<file path="config.mk">
export PLATFORM = sky130hd
export DESIGN_NAME = button_debounce_step_adjust
export DESIGN_NICKNAME = d
export VERILOG_FILES = /design/src/design/bdsa_pkg.sv /design/src/design/bdsa_core.sv /design/src/design/button_debounce_step_adjust.sv
export SDC_FILE = /design/constraint.sdc
export NUM_CORES = 1
export LEC_CHECK = 0
export ABC_AREA = 1
export BUFFER_PORTS_ARGS = -buffer_cell sky130_fd_sc_hd__buf_4
export CAP_MARGIN = 20
export CORE_ASPECT_RATIO = 0.6
export CORE_MARGIN = 4
export CORE_UTILIZATION = 45
export DETAILED_ROUTE_END_ITERATION = 10
export RECOVER_POWER = 25
export SETUP_SLACK_MARGIN = 0.1
export SLEW_MARGIN = 20
export SYNTH_ARGS = -nofsm -noshare
export SYNTH_HDL_FRONTEND = slang
export SYNTH_SLANG_ARGS = --single-unit
</file>
<file path="constraint.sdc">
create_clock -name clk -period 2.91 [get_ports clk]
set_clock_uncertainty 0.15 [all_clocks]
set_input_delay 0.4365 -clock clk [delete_from_list [all_inputs] [get_ports clk]]
set_output_delay 0.4365 -clock clk [all_outputs]
set_load 0.005 [all_outputs]
</file>
<file path="src/design/bdsa_pkg.sv">
// shared types and constants for the button debounce step adjust block
`default_nettype none

package bdsa_pkg;

    localparam int TICK_WIDTH_DEFAULT = 32;

    localparam int COUNT_W    = 8;
    localparam int STEP_W     = 10;
    localparam int DURATION_W = 32;
    localparam int STATE_W    = 2;
    localparam int DIR_W      = 2;
    localparam int CFG_INDEX_W = 2;
    localparam int CFG_DATA_W  = 10;

    // register indexes on the configuration port
    localparam logic [CFG_INDEX_W-1:0] CFG_DEBOUNCE_COUNT  = 2'd0;
    localparam logic [CFG_INDEX_W-1:0] CFG_STEP_LOW_LIMIT  = 2'd1;
    localparam logic [CFG_INDEX_W-1:0] CFG_STEP_HIGH_LIMIT = 2'd2;

    localparam logic [COUNT_W-1:0] DEBOUNCE_COUNT_RESET  = 8'd20;
    localparam logic [STEP_W-1:0]  STEP_LOW_LIMIT_RESET  = 10'd113;
    localparam logic [STEP_W-1:0]  STEP_HIGH_LIMIT_RESET = 10'd1019;

    // direction codes
    localparam logic [DIR_W-1:0] DIR_DEC = 2'd0;
    localparam logic [DIR_W-1:0] DIR_INC = 2'd1;

    typedef struct packed {
        logic [STATE_W-1:0]    debounced_state;
        logic                  press_event;
        logic                  release_event;
        logic [DURATION_W-1:0] press_duration;
        logic [STEP_W-1:0]     step_value;
    } result_t;

endpackage

`default_nettype wire

</file>
<file path="src/design/bdsa_core.sv">
// debounce state machine, press timing and saturating step value
`default_nettype none

module bdsa_core #(
    parameter int TICK_WIDTH = bdsa_pkg::TICK_WIDTH_DEFAULT
) (
    input  wire logic                           clk,
    input  wire logic                           rst_n,
    input  wire logic                           step_en,
    input  wire logic                           pin_level,
    input  wire logic [bdsa_pkg::DIR_W-1:0]     direction,
    input  wire logic [TICK_WIDTH-1:0]          now_ticks,
    input  wire logic [bdsa_pkg::COUNT_W-1:0]   debounce_count,
    input  wire logic [bdsa_pkg::STEP_W-1:0]    step_low_limit,
    input  wire logic [bdsa_pkg::STEP_W-1:0]    step_high_limit,
    output bdsa_pkg::result_t                   res
);

    localparam int DUR_W = (TICK_WIDTH < bdsa_pkg::DURATION_W) ? TICK_WIDTH
                                                              : bdsa_pkg::DURATION_W;

    typedef enum logic [bdsa_pkg::STATE_W-1:0] {
        S_UP      = 2'd0,
        S_DOWN    = 2'd1,
        S_FALLING = 2'd2,
        S_RISING  = 2'd3
    } state_t;

    state_t                              state_reg, state_next;
    logic [bdsa_pkg::COUNT_W-1:0]        fall_count_reg, fall_count_next;
    logic [bdsa_pkg::COUNT_W-1:0]        rise_count_reg, rise_count_next;
    logic [TICK_WIDTH-1:0]               press_time_reg, press_time_next;
    logic [bdsa_pkg::DURATION_W-1:0]     duration_reg, duration_next;
    logic [bdsa_pkg::STEP_W-1:0]         step_reg, step_next;
    logic                                press_ev;
    logic                                release_ev;
    logic [TICK_WIDTH-1:0]               elapsed;

    assign elapsed = now_ticks - press_time_reg;

    always_comb
    begin
        logic [bdsa_pkg::COUNT_W-1:0] fall_base;
        logic [bdsa_pkg::COUNT_W-1:0] rise_base;
        state_next      = state_reg;
        fall_count_next = fall_count_reg;
        rise_count_next = rise_count_reg;
        press_time_next = press_time_reg;
        duration_next   = duration_reg;
        step_next       = step_reg;
        press_ev        = 1'b0;
        release_ev      = 1'b0;
        fall_base       = fall_count_reg;
        rise_base       = rise_count_reg;
        case (state_reg)
            S_UP:
            begin
                if (!pin_level)
                    state_next = S_FALLING;
            end
            S_FALLING:
            begin
                if (fall_count_reg >= debounce_count)
                begin
                    if (!pin_level)
                    begin
                        state_next      = S_DOWN;
                        press_time_next = now_ticks;
                        press_ev        = 1'b1;
                    end
                    else
                        state_next = S_UP;
                    fall_base = '0;
                end
                // counter ends at one after a decision
                fall_count_next = fall_base + 8'd1;
            end
            S_DOWN:
            begin
                if (pin_level)
                    state_next = S_RISING;
            end
            S_RISING:
            begin
                if (rise_count_reg >= debounce_count)
                begin
                    if (pin_level)
                    begin
                        state_next    = S_UP;
                        duration_next = bdsa_pkg::DURATION_W'(elapsed[DUR_W-1:0]);
                        release_ev    = 1'b1;
                        if (direction == bdsa_pkg::DIR_INC)
                            step_next = (step_reg < step_high_limit) ? step_reg + 10'd1
                                                                      : step_high_limit;
                        else if (direction == bdsa_pkg::DIR_DEC)
                            step_next = (step_reg > step_low_limit) ? step_reg - 10'd1
                                                                     : step_low_limit;
                    end
                    else
                        state_next = S_DOWN;
                    rise_base = '0;
                end
                rise_count_next = rise_base + 8'd1;
            end
            default:
            begin
                state_next = S_UP;
            end
        endcase
    end

    always_ff @(posedge clk or negedge rst_n)
    begin
        if (!rst_n)
        begin
            state_reg      <= S_UP;
            fall_count_reg <= '0;
            rise_count_reg <= '0;
            press_time_reg <= '0;
            duration_reg   <= '0;
            step_reg       <= bdsa_pkg::STEP_LOW_LIMIT_RESET;
        end
        else if (step_en)
        begin
            state_reg      <= state_next;
            fall_count_reg <= fall_count_next;
            rise_count_reg <= rise_count_next;
            press_time_reg <= press_time_next;
            duration_reg   <= duration_next;
            step_reg       <= step_next;
        end
    end

    assign res.debounced_state = state_next;
    assign res.press_event     = press_ev;
    assign res.release_event   = release_ev;
    assign res.press_duration  = duration_next;
    assign res.step_value      = step_next;

    a_press_goes_down: assert property (@(posedge clk) disable iff (!rst_n)
        press_ev |-> (state_reg == S_FALLING && state_next == S_DOWN))
        else $error("press confirmed without falling to down");

    a_release_goes_up: assert property (@(posedge clk) disable iff (!rst_n)
        release_ev |-> (state_reg == S_RISING && state_next == S_UP))
        else $error("release confirmed without rising to up");

    a_step_only_on_release: assert property (@(posedge clk) disable iff (!rst_n)
        (step_en && !release_ev) |=> $stable(step_reg))
        else $error("step value moved without a confirmed release");

    a_fall_count_idle: assert property (@(posedge clk) disable iff (!rst_n)
        (step_en && state_reg != S_FALLING) |=> $stable(fall_count_reg))
        else $error("fall counter moved outside falling state");

endmodule

`default_nettype wire

</file>
<file path="src/design/button_debounce_step_adjust.sv">
// Button debounce with a saturating step value. One sample is taken per transfer and every
// sample gives exactly one result. The block takes a new sample in every cycle while the input
// side does not stall. A sample is held in the input register, and the state machine update then
// loads its result into the result register, which drives the outputs. The input side stalls
// only while a result waits in the result register and a sample waits in the input register.
// Configuration is written through cfg_we, cfg_index and cfg_data; index 3 is ignored.
`default_nettype none

module button_debounce_step_adjust #(
    parameter int TICK_WIDTH = bdsa_pkg::TICK_WIDTH_DEFAULT
) (
    input  wire logic                               clk,
    input  wire logic                               rst_n,
    input  wire logic                               cfg_we,
    input  wire logic [bdsa_pkg::CFG_INDEX_W-1:0]   cfg_index,
    input  wire logic [bdsa_pkg::CFG_DATA_W-1:0]    cfg_data,
    input  wire logic                               in_valid,
    output logic                                    in_stall,
    input  wire logic                               pin_level,
    input  wire logic [bdsa_pkg::DIR_W-1:0]         direction,
    input  wire logic [TICK_WIDTH-1:0]              now_ticks,
    output logic                                    out_valid,
    input  wire logic                               out_stall,
    output logic [bdsa_pkg::STATE_W-1:0]            debounced_state,
    output logic                                    press_event,
    output logic                                    release_event,
    output logic [bdsa_pkg::DURATION_W-1:0]         press_duration,
    output logic [bdsa_pkg::STEP_W-1:0]             step_value
);

    logic [bdsa_pkg::COUNT_W-1:0]   debounce_count_reg;
    logic [bdsa_pkg::STEP_W-1:0]    step_low_limit_reg;
    logic [bdsa_pkg::STEP_W-1:0]    step_high_limit_reg;

    logic                           s1_valid_reg;
    logic                           s1_pin_reg;
    logic [bdsa_pkg::DIR_W-1:0]     s1_dir_reg;
    logic [TICK_WIDTH-1:0]          s1_now_reg;

    logic                           out_valid_reg;
    bdsa_pkg::result_t              out_res_reg;
    bdsa_pkg::result_t              core_res;

    logic                           advance;
    logic                           step_en;

    // result register is free or being emptied this cycle
    assign advance  = !out_valid_reg || !out_stall;
    assign in_stall = s1_valid_reg && !advance;
    assign step_en  = s1_valid_reg && advance;

    always_ff @(posedge clk or negedge rst_n)
    begin
        if (!rst_n)
        begin
            debounce_count_reg  <= bdsa_pkg::DEBOUNCE_COUNT_RESET;
            step_low_limit_reg  <= bdsa_pkg::STEP_LOW_LIMIT_RESET;
            step_high_limit_reg <= bdsa_pkg::STEP_HIGH_LIMIT_RESET;
        end
        else if (cfg_we)
        begin
            case (cfg_index)
                bdsa_pkg::CFG_DEBOUNCE_COUNT:
                    debounce_count_reg <= cfg_data[bdsa_pkg::COUNT_W-1:0];
                bdsa_pkg::CFG_STEP_LOW_LIMIT:
                    step_low_limit_reg <= cfg_data[bdsa_pkg::STEP_W-1:0];
                bdsa_pkg::CFG_STEP_HIGH_LIMIT:
                    step_high_limit_reg <= cfg_data[bdsa_pkg::STEP_W-1:0];
                default:
                begin
                end
            endcase
        end
    end

    always_ff @(posedge clk or negedge rst_n)
    begin
        if (!rst_n)
        begin
            s1_valid_reg  <= 1'b0;
            out_valid_reg <= 1'b0;
        end
        else
        begin
            if (!in_stall)
                s1_valid_reg <= in_valid;
            if (advance)
                out_valid_reg <= s1_valid_reg;
        end
    end

    always_ff @(posedge clk)
    begin
        if (in_valid && !in_stall)
        begin
            s1_pin_reg <= pin_level;
            s1_dir_reg <= direction;
            s1_now_reg <= now_ticks;
        end
        if (step_en)
            out_res_reg <= core_res;
    end

    bdsa_core #(
        .TICK_WIDTH (TICK_WIDTH)
    ) u_core (
        .clk             (clk),
        .rst_n           (rst_n),
        .step_en         (step_en),
        .pin_level       (s1_pin_reg),
        .direction       (s1_dir_reg),
        .now_ticks       (s1_now_reg),
        .debounce_count  (debounce_count_reg),
        .step_low_limit  (step_low_limit_reg),
        .step_high_limit (step_high_limit_reg),
        .res             (core_res)
    );

    assign out_valid       = out_valid_reg;
    assign debounced_state = out_res_reg.debounced_state;
    assign press_event     = out_res_reg.press_event;
    assign release_event   = out_res_reg.release_event;
    assign press_duration  = out_res_reg.press_duration;
    assign step_value      = out_res_reg.step_value;

endmodule

`default_nettype wire

</file>
==> metrics.md, run 1 <==
| Metric | Value |
|---|---|
| Register area | ~5500 um2 |
| Total congestion overflow | 0 |
| R2R Setup Slk | about 330 ps |
| Post-synth top area cell | dfrtp_1 |
| Status | finished clean |
| Critical path cell sequence | ha_1 > a21oi_1 > o21ai_0 > a21oi_1 > nand2_1 > nand2_1 > nand2_1 > nand2_1 > nand3_1 > and2_1 |
| CP max stage cell | edfxtp_1 |
| DRC | 0 |
| Delay-heaviest family, CP | simple AND/OR/NAND/NOR gates |
| Startpoint types | flip-flop |
| Syn. warnings | 0 |
| Cell mode on critical path | nand2_1 |
| Root Driver | clkbuf_16 |
| Synth Net Count | roughly 1.6k |
| Starting Density | ~46% |
| Slew HR | approximately a third |
| Fmax achieved | slightly below 400 MHz |
| Worst vdd ir | 0.000518 V |
| Hold path endpoint | step_high_limit_reg[9]$_DFFE_PN1P_ |
| Die X | 217 um |
| H-tree depth | 1 |
| Core area | 25,500 um2 |
| Gr usage total | 21.2% |
| Layout cells sized above 1 | 12.4% |
| Critical hold path startpoint | cfg_data[9] |
| HP Class | input pin to flip-flop |
| Skew-Pair Late Insertion Delay | 530 ps |
| Total die area | 28,900 um2 |
| Pwr Density | 853 nW/um2 |
| Setup Buffers After CTS | 0 |
| Synthesized area per cell | just over 8 um2 |
| Cell variety after synth | between 40 and 50 |
| Reg2reg end | press_duration[28]$_DFFE_PP_ |
| First-pass GRT wire length | 49,300 um |
| Setup TNS | 0 ps |
| WS Path Type | flip-flop to flip-flop |
| #FFs+latches synth | 203 |
| RSZ-0062 raised after global routing | false |
| Fill cell count | 2,396 |
| Antenna viol nets, final | 0 |
| Mapped Cells | between 1k and 1.5k |
| Largest net degree at the start of global routing | 63 |
| Primary FF master, synth | dfrtp_1 |
| CP max stage delay | ~410 ps |
| Std cell rows | 45 |
| Dpl ws | 265 ps |
| Lkg Pwr | 6.90 nW |
| Ys async rst share | between 60 and 70% |
| Slew Limit Fails | 0 |
| Final core occ | about 55% |
| Synthesized area | about 12,000 um2 |
| Initial antenna violation count | 0 |
| Sequential share of the synthesized area | between 40 and 50% |
| Crit path capture type | flip-flop |
| Top post-synthesis cells by count | 475 x nand2_1, 192 x inv_1, 103 x dfrtp_1 |
| Detailed placer's ending HPWL | ~23,000 um |
| Max FO, Critical Path | 4 |
| Final Hold Fails | 0 |
| CP Buf/Inv Count | 0 |
| Post-synth EDFFs | 81 |
| DRT Pass-1 Iters | 8 |
| Dominant cells by area after synthesis | dfrtp_1 22%, edfxtp_1 21%, nand2_1 15% |
| Count leader, synth | nand2_1 |
| Via-per-instance ratio | 5.03 |
| Count of input and output buffers | 99 |
| Final period util | 88.7% |
| CTS sink cnt | approximately 200 |
| Worst hold stages | 3 |
| FF-to-FF Start | s1_now_reg[9]$_DFFE_PP_ |
| Critical Path RT | around 3000 ps |
| CTS Buffer Depth | 3 |
| CTS tree | yes |
| WP data arrival | 2710 ps |
| Worst-Margin Slew | 985 ps |
| Antenna fix cells | 0 |
| Yosys top cell area share | 21.9% |
| Final wirelength | 30,800 um |
| Worst Setup Slack, final | ~330 ps |
| Clock Pin Slew Worst Setup and Hold Paths | about 60 ps |
| Nets | between 1.5k and 2k |
| I/O pin cnt | 100 |
| Layout area overhead | 19.1% |
| Drt wl/cell | 15.7 um |
| Period minus WS final | between 2000 and 3000 ps |
| RePlAce Congestion | 0.964 |
| Vias in the first global route | 9,077 |
| Max_cap viols | 0 |
| Final setup violation count | 0 |
| Multi-input gate area | 5300 um2 |
| Initial drt markers | 827 |
| R2R depth | 10 |
| Via count | between 9k and 10k |
| Die height | 133 um |
| CTS Buf Count | 21 |
-- power by group --
part | switching [mW] | total (mW) | internal [mW]
registers | 0.378 | 4.13 | 3.75
clock network | 1.16 | 2.84 | 1.68
logic | 3.16 | 4.97 | 1.81
total | 4.70 | 11.9 | 7.24
-- metrics by stage --
step / area [um2] / instances / hold WS [ps] / power [mW]
floorplan: 11800 / 1450 / -9.09 / 7.51
CTS: 14000 / 1961 / 15.0 / 12.0
global placement: 12900 / 1885 / 297 / 8.96
finish: 14000 / 1961 / 33.3 / 11.9
detailed placement: 12900 / 1885 / 301 / 9.02
global route: 14000 / 1961 / 42.4 / 12.9
-- cell families after synthesis --
logic type,count (synthesis),synth area share [%]
simple gates,718,26.1
buf+inv,231,8.12
xor+xnor,29,2.16
flops,203,46.9
compound gates,198,9.13
fa+ha+maj,71,7.62
-- area by class of cell --
class,count,share of cell area [%]
flip-flops and latches,203,39.4
multi-input cells,1016,37.9
repair buffers,156,9.26
inverters,197,5.28
clock buffers,29,4.18
well taps,352,3.15
clock inverters,8,0.894
-- metal layers --
metal	part of all wire, %	wire length (um)	global-route usage (%)
met3	8.0	2460	4.79
met4	1.5	455	3.55
met1	54	16500	35.7
met2	37	11400	27.2
met5	0	0	0
-- how the worst max path moves through the flow --
stage | startpoint | endpoint | slack [ps] | cells after the start
4_1_cts | s1_now_reg[0]$_DFFE_PP_ | press_duration[30]$_DFFE_PP_ | 250 | 13
2_1_floorplan | u_core.step_reg[0]$_DFFE_PN1P_ | step_value[6]$_DFFE_PP_ | 630 | 15
5_1_grt | s1_now_reg[0]$_DFFE_PP_ | press_duration[30]$_DFFE_PP_ | 150 | 13
3_5_place_dp | s1_now_reg[0]$_DFFE_PP_ | press_duration[30]$_DFFE_PP_ | 260 | 13
6_report | s1_now_reg[9]$_DFFE_PP_ | press_duration[28]$_DFFE_PP_ | 330 | 10
3_3_place_gp | s1_now_reg[0]$_DFFE_PP_ | press_duration[30]$_DFFE_PP_ | 280 | 13
-- layout by cell type (no fill, tap or decap), drive strengths merged, types with 2 or more instances in the layout --
master,instances
a21boi,2
dfstp,19
clkinv,3
a21oi,57
dlygate4sd3,39
xnor2,10
bufinv,3
o21ai,119
o211ai,6
and2,12
nor3,8
nand3,107
dfrtp,103
ha,70
inv,198
buf,76
nor2,81
clkbuf,70
a31oi,2
or2,9
nand2,475
o21bai,2
edfxtp,81
a21o,2
nand4,18
nand3b,6
xor2,19
o21a,8
-- worst reg2reg max path: stages (launching register included) --
cell,delay [ps]
edfxtp_1,410
ha_1,400
a21oi_1,300
o21ai_0,170
a21oi_1,140
nand2_1,190
nand2_1,200
nand2_1,80
nand2_1,60
nand3_1,80
and2_1,160
-- timing repair --
item,in CTS,in global routing
gates resized for setup,0,3
endpoints found under the hold margin,68,0
hold buffers,39,0
endpoints found under the setup margin,0,10
No activity file was read; power rests on OpenSTA's default activity.
==> inputs of run 2 (changes only) <==
--- a/config.mk
+++ b/config.mk
@@ -13,4 +13,5 @@
 export CORE_UTILIZATION = 45
 export DETAILED_ROUTE_END_ITERATION = 10
+export PLACE_DENSITY = 0.69
 export RECOVER_POWER = 25
 export SETUP_SLACK_MARGIN = 0.1
--- a/constraint.sdc
+++ b/constraint.sdc
@@ -3,3 +3,3 @@
 set_input_delay 0.4365 -clock clk [delete_from_list [all_inputs] [get_ports clk]]
 set_output_delay 0.4365 -clock clk [all_outputs]
-set_load 0.005 [all_outputs]
+set_load 0.01 [all_outputs]
==> run 2 against run 1 <==
Net effect:
- the run now ends with max-capacitance violations, max-slew violations left
- worst setup slack lost 25 ps
- global-route usage grew 0.27 points
- combinational power is essentially flat
- critical path type unchanged
- largest cell class unchanged
- largest power group unchanged
- highest routed layer unchanged
==> metrics.md, run 2 (synthesized netlist as in run 1, its figures left out) <==
| Metric | Value |
|---|---|
| Worst vdd ir | between 0.0004 and 0.0005 V |
| Root Driver | clkbuf_16 |
| Vias in the first global route | between 9k and 10k |
| Starting Density | 46.1% |
| Final wirelength | 30,800 um |
| Worst-Margin Slew | 1850 ps |
| Multi-input gate area | about 5300 um2 |
| Initial antenna violation count | 0 |
| Internal | 7.24 mW |
| Antenna viol nets, final | 0 |
| Period minus WS final | 2610 ps |
| Crit path capture type | flip-flop |
| Die X | approximately 220 um |
| H-tree depth | 1 |
| Most common cell after layout, fill and taps aside | nand2_1 |
| Final Hold Fails | 0 |
| Drt wl/cell | 15.7 um |
| Fill cell count | roughly 2.4k |
| Via count | approximately 10k |
| Setup TNS | 0 ps |
| RSZ-0062 raised after global routing | false |
| Failing checks | max-capacitance violations, max-slew violations |
| Most frequent cells in the layout | 473 x nand2_1, 192 x inv_1, 103 x dfrtp_1 |
| First-pass GRT wire length | 50,100 um |
| WP data arrival | 2880 ps |
| CTS sink cnt | between 200 and 250 |
| Register area | 5510 um2 |
| CTS Buffer Depth | 3 |
| Comb pwr share | 41.5% |
| NetSw | roughly 4.8 mW |
| CTS tree | yes |
| Setup Buffers After CTS | 0 |
| Max_cap viols | 1 |
| Flop pwr share | 34.6% |
| Count of input and output buffers | 99 |
| Slew HR | -23.5% |
| Critical path launch point | debounce_count_reg[2]$_DFFE_PN1P_ |
| Via-per-instance ratio | 5.10 |
| Slew Limit Fails | 123 |
| Fmax achieved | approximately 380 MHz |
| CTS Buf Count | 21 |
| Detailed placer's ending HPWL | 22,700 um |
| Layout area overhead | 19.0% |
| Total congestion overflow | 0 |
| Initial drt markers | 891 |
| Final period util | ~90% |
| Gr usage total | 21.4% |
| Critical hold path startpoint | cfg_data[8] |
| Max FO, Critical Path | 60 |
| RePlAce Congestion | between 0.9 and 1 |
| FF-to-FF Start | debounce_count_reg[2]$_DFFE_PN1P_ |
| Clk pwr share | 23.8% |
| Lkg Pwr | 6.89 nW |
| Sw Ratio | ~40% |
| Pwr Density | 860 nW/um2 |
| DP Cell Count | 1,884 |
| Startpoint types | flip-flop |
| Total die area | 28,900 um2 |
| Status | finished, violations left |
| Antenna fix cells | 0 |
| DRC | 0 |
| HP Class | input pin to flip-flop |
| Final Non-Filler Cells | 1,960 |
| DRT Pass-1 Iters | 6 |
| Skew-Pair Late Insertion Delay | 520 ps |
| Core area | between 20,000 and 30,000 um2 |
| Clock Pin Slew Worst Setup and Hold Paths | about 70 ps |
| I/O pin cnt | 100 |
| Largest net degree at the start of global routing | 123 |
| Total power | roughly 12 mW |
| Layout cells sized above 1 | 12.4% |
| Critical Path RT | 3180 ps |
| Die height | 133 um |
| Nets | around 1.7k |
| Std cell rows | 45 |
| Final setup violation count | 0 |
| WS Path Type | flip-flop to flip-flop |
==> run 2: cell types whose count changed in the layout (fill, tap and decap cells not counted), moves of 3 or more <==
cell	change
clkbuf_8	-3
clkinv_2	+3
clkinv_1	+3
clkbuf_1	-4
==> run 2: through the flow <==
step                      hold WS, ps  instance area (um2)  utilization, %  setup WS (ps)
after floorplan                 -9.09                11800               -            632
after global placement            304                12900            50.6            356
after detailed placement          311                12900            50.6            297
after CTS                        22.0                14000            54.9            284
after global routing             50.7                14000            54.8            102
final                            38.2                14000            54.8            304
==> run 2: path summary, 6_finish.rpt <==
check                                                         to  slack (ps)  depth (start not counted)
min in group asynchronous      step_low_limit_reg[1]$_DFFE_PN0P_         860                          3
hold reg to reg              u_core.duration_reg[30]$_DFFE_PN0P_         330                          2
hold / removal                step_high_limit_reg[8]$_DFFE_PN1P_          40                          3
max in group asynchronous  u_core.press_time_reg[24]$_DFFE_PN0P_         480                          3
setup reg to reg           u_core.press_time_reg[17]$_DFFE_PN0P_         300                         11
setup / recovery           u_core.press_time_reg[17]$_DFFE_PN0P_         300                         11
==> run 2: layout make-up <==
class | instances | area share (%)
inverters | 197 | 5.29
clock inverters | 15 | 1.29
well taps | 352 | 3.15
clock buffers | 23 | 3.81
multi-input cells | 1016 | 37.9
flip-flops and latches | 203 | 39.4
repair buffers | 154 | 9.22
==> run 2: worst max-delay path, cell delays in order, from the launching register on <==
cell and delay (ps):
dfstp_2 540, inv_1 50, ha_1 270, nand2_1 60, o21ai_0 240, nand2_1 120, nand3_2 170, nand3_2 190
nor2_4 240, buf_12 270, nand2_1 80, o21ai_0 100
==> run 2: routing by layer <==
layer  vias up  GRT usage (%)  part of all wire, %  wire [um]
met5         -              0                    0          0
met4         0           3.41                  1.3        408
met3        33           5.43                  8.1       2490
met2       300           28.9                   38      11800
met1      4671           34.7                   52      16100
li1       4986              -                    -          -
==> run 2: power by group through the flow <==
stage / registers [mW] / clock network [mW] / logic [mW]
finish: 4.17 / 2.86 / 5.00
global placement: 4.20 / 0 / 4.78
CTS: 4.16 / 2.91 / 4.94
detailed placement: 4.21 / 0 / 4.86
floorplan: 4.12 / 0 / 3.45
global route: 4.25 / 3.03 / 5.68
==> run 2: repair_timing <==
item                                    in CTS  in global routing
hold endpoints to repair                   140                  0
endpoints found under the setup margin       0                  3
hold buffers                                38                  0
gates resized for setup                      0                  3
==> inputs of run 3 (changes only) <==
PLACE_DENSITY = 0.71   (was 0.69)
SKIP_LAST_GASP = 1   (was unset)
clock period = 2.2 ns   (was 2.91 ns; I/O delays follow)
==> run 3 against run 2 <==
Net effect:
- final cell count rose by 12%
- maximum frequency is 5.3% higher
- die area is the same
- the run ends with negative setup slack left
- hold slack worse by 25 ps
- sequential share of layout area decreased by 8.8 points
- critical endpoint is now press_duration[22]$_DFFE_PP_
- flip-flop and latch count did not move
- via count is 15% higher
- sequential power rose by 33%
- register-to-register slack lost 580 ps
==> metrics.md, run 3 (synthesized netlist as in run 1, its figures left out) <==
| Metric | Value |
|---|---|
| Status | finished, violations left |
| Failing checks | negative setup slack |
| Layout area overhead | 53.3% |
| Via-per-instance ratio | around 5.2 |
| Largest net degree at the start of global routing | 84 |
| Worst Setup Slack, final | -276 ps |
| Total die area | 28,900 um2 |
| Antenna viol nets, final | 0 |
| Max FO, Critical Path | 4 |
| Fmax achieved | 404 MHz |
| Period minus WS final | ~2500 ps |
| RSZ-0062 raised after global routing | true |
| Final Hold Fails | 0 |
| Final setup violation count | 127 |
| FF-to-FF Start | s1_now_reg[11]$_DFFE_PP_ |
| R2R depth | 10 |
| Final Non-Filler Cells | 2,194 |
| R2R Setup Slk | -280 ps |
| Setup TNS | -18,970 ps |
| Pwr Density | 1180 nW/um2 |
| Placed instance area | around 14,000 um2 |
| CP max stage delay | 490 ps |
| Layout cells sized above 1 | 40.7% |
| CTS Buf Count | 21 |
| Drt wl/cell | ~18 um |
| Lkg Pwr | roughly 8.5 nW |
| Design area | 18,000 um2 |
| CTS Buffer Depth | 3 |
| Hold path endpoint | step_low_limit_reg[3]$_DFFE_PN0P_ |
| Detailed placer's ending HPWL | between 20,000 and 30,000 um |
| Worst-Margin Slew | 788 ps |
| HP Class | input pin to flip-flop |
| Core area | between 20,000 and 30,000 um2 |
| Die X | 217 um |
| Via count | 11.5k |
| Final wirelength | 39,500 um |
| WS Path Type | flip-flop to flip-flop |
| Nets | 1,950 |
| Initial drt markers | between 1k and 1.5k |
| Critical path cell sequence | ha_4 > nand2_1 > nor2_1 > nor3b_2 > nand2_2 > nand2_4 > nand2_4 > nand3_2 > nand3_2 > and2_4 |
| Critical hold path startpoint | cfg_data[3] |
| Skew-Pair Late Insertion Delay | 520 ps |
| Startpoint types | flip-flop |
| RePlAce Congestion | 0.958 |
| Most frequent cells in the layout | 376 x nand2_1, 252 x buf_4, 166 x inv_1 |
| Slew Limit Fails | 0 |
| Starting Density | 46.1% |
| I/O pin cnt | 100 |
| Crit path capture type | flip-flop |
| Final period util | 113% |
| Worst vdd ir | 0.000745 V |
| H-tree depth | 1 |
| Std cell rows | 45 |
| Total power | 21.3 mW |
| Root Driver | clkbuf_16 |
| Initial antenna violation count | 0 |
| Die height | roughly 130 um |
| Antenna fix cells | 0 |
| Max_cap viols | 0 |
| Vias in the first global route | 11.0k |
| CTS sink cnt | 203 |
| Worst hold stages | 3 |
| WP data arrival | approximately 2600 ps |
| DP Cell Count | 2,059 |
| Reg2reg end | press_duration[22]$_DFFE_PP_ |
| Clock Pin Slew Worst Setup and Hold Paths | around 70 ps |
| CP max stage cell | edfxtp_1 |
| Most common cell after layout, fill and taps aside | nand2_1 |
| DRT Pass-1 Iters | 5 |
| Total congestion overflow | 0 |
| Gr usage total | 25.8% |
| DRC | 0 |
| First-pass GRT wire length | 60,000 um |
| Count of input and output buffers | 99 |
| Critical Path RT | 2320 ps |
| Slew HR | 47.4% |
| Hold WS | 13.3 ps |
| CTS tree | yes |
[run 3: cell types whose count changed in the layout (fill, tap and decap cells not counted), moves of 32 or more]
cell / previous run / this run
ha_1: 70 / 23
buf_4: 72 / 252
o21ai_0: 96 / 46
nor2_1: 73 / 41
nand2_2: 2 / 69
ha_4: 0 / 46
a21oi_2: 0 / 34
nand3_1: 101 / 69
nand2_1: 473 / 376
a21oi_1: 57 / 18
[run 3: area by class of cell]
class | count | area [um2]
clock inverters | 13 | 174
well taps | 352 | 440
multi-input cells | 1016 | 7130
fillers | 1886 | 7480
flip-flops and latches | 203 | 5510
clock buffers | 25 | 551
repair buffers | 388 | 3460
inverters | 197 | 754
[run 3: power breakdown]
| part | switching [mW] | leakage [nW] | internal, mW | total (mW) |
|---|---|---|---|---|
| combinational | 6.52 | 5.86 | 5.38 | 11.9 |
| clock | 1.57 | 0.356 | 2.27 | 3.84 |
| sequential | 0.581 | 2.28 | 4.96 | 5.54 |
[run 3: worst max-delay path by stage]
stage / start / to / slack (ps) / cells after the start
after floorplan: u_core.step_reg[4]$_DFFE_PN1P_ / step_value[6]$_DFFE_PP_ / 0.4 / 13
after global placement: s1_now_reg[14]$_DFFE_PP_ / press_duration[15]$_DFFE_PP_ / -340 / 9
after detailed placement: s1_now_reg[14]$_DFFE_PP_ / press_duration[15]$_DFFE_PP_ / -340 / 9
after CTS: s1_now_reg[0]$_DFFE_PP_ / press_duration[22]$_DFFE_PP_ / -210 / 13
after global routing: debounce_count_reg[4]$_DFFE_PN1P_ / u_core.press_time_reg[10]$_DFFE_PN0P_ / -390 / 13
final: s1_now_reg[11]$_DFFE_PP_ / press_duration[22]$_DFFE_PP_ / -280 / 10
[run 3: through the flow]
step	util, %	setup WS, ps
floorplan	-	0.423
global route	70.7	-391
CTS	66.8	-206
detailed placement	56.3	-339
global placement	56.3	-343
finish	70.7	-276
[run 3: what timing repair did]
item | in CTS | in global routing
pin swaps | 77 | 74
endpoints found under the setup margin | 134 | 135
hold endpoints to repair | 114 | 0
hold buffers | 44 | 0
setup buffers | 24 | 24
resized for setup | 277 | 215
cloned | 5 | 4
[run 3: routing by layer]
metal | GRT usage (%) | wire (um) | vias up
met5 | 0 | 0 | -
met4 | 3.62 | 775 | 0
li1 | - | - | 5476
met2 | 37.2 | 16500 | 420
met3 | 6.04 | 3470 | 65
met1 | 40.4 | 18700 | 5502
[run 3: critical path, delay by kind of cell, from the launching register on]
kind / cells / cell delay (ps)
adders and majority gates: 1 / 340
DFF: 1 / 490
and+or+nand+nor: 9 / 1230
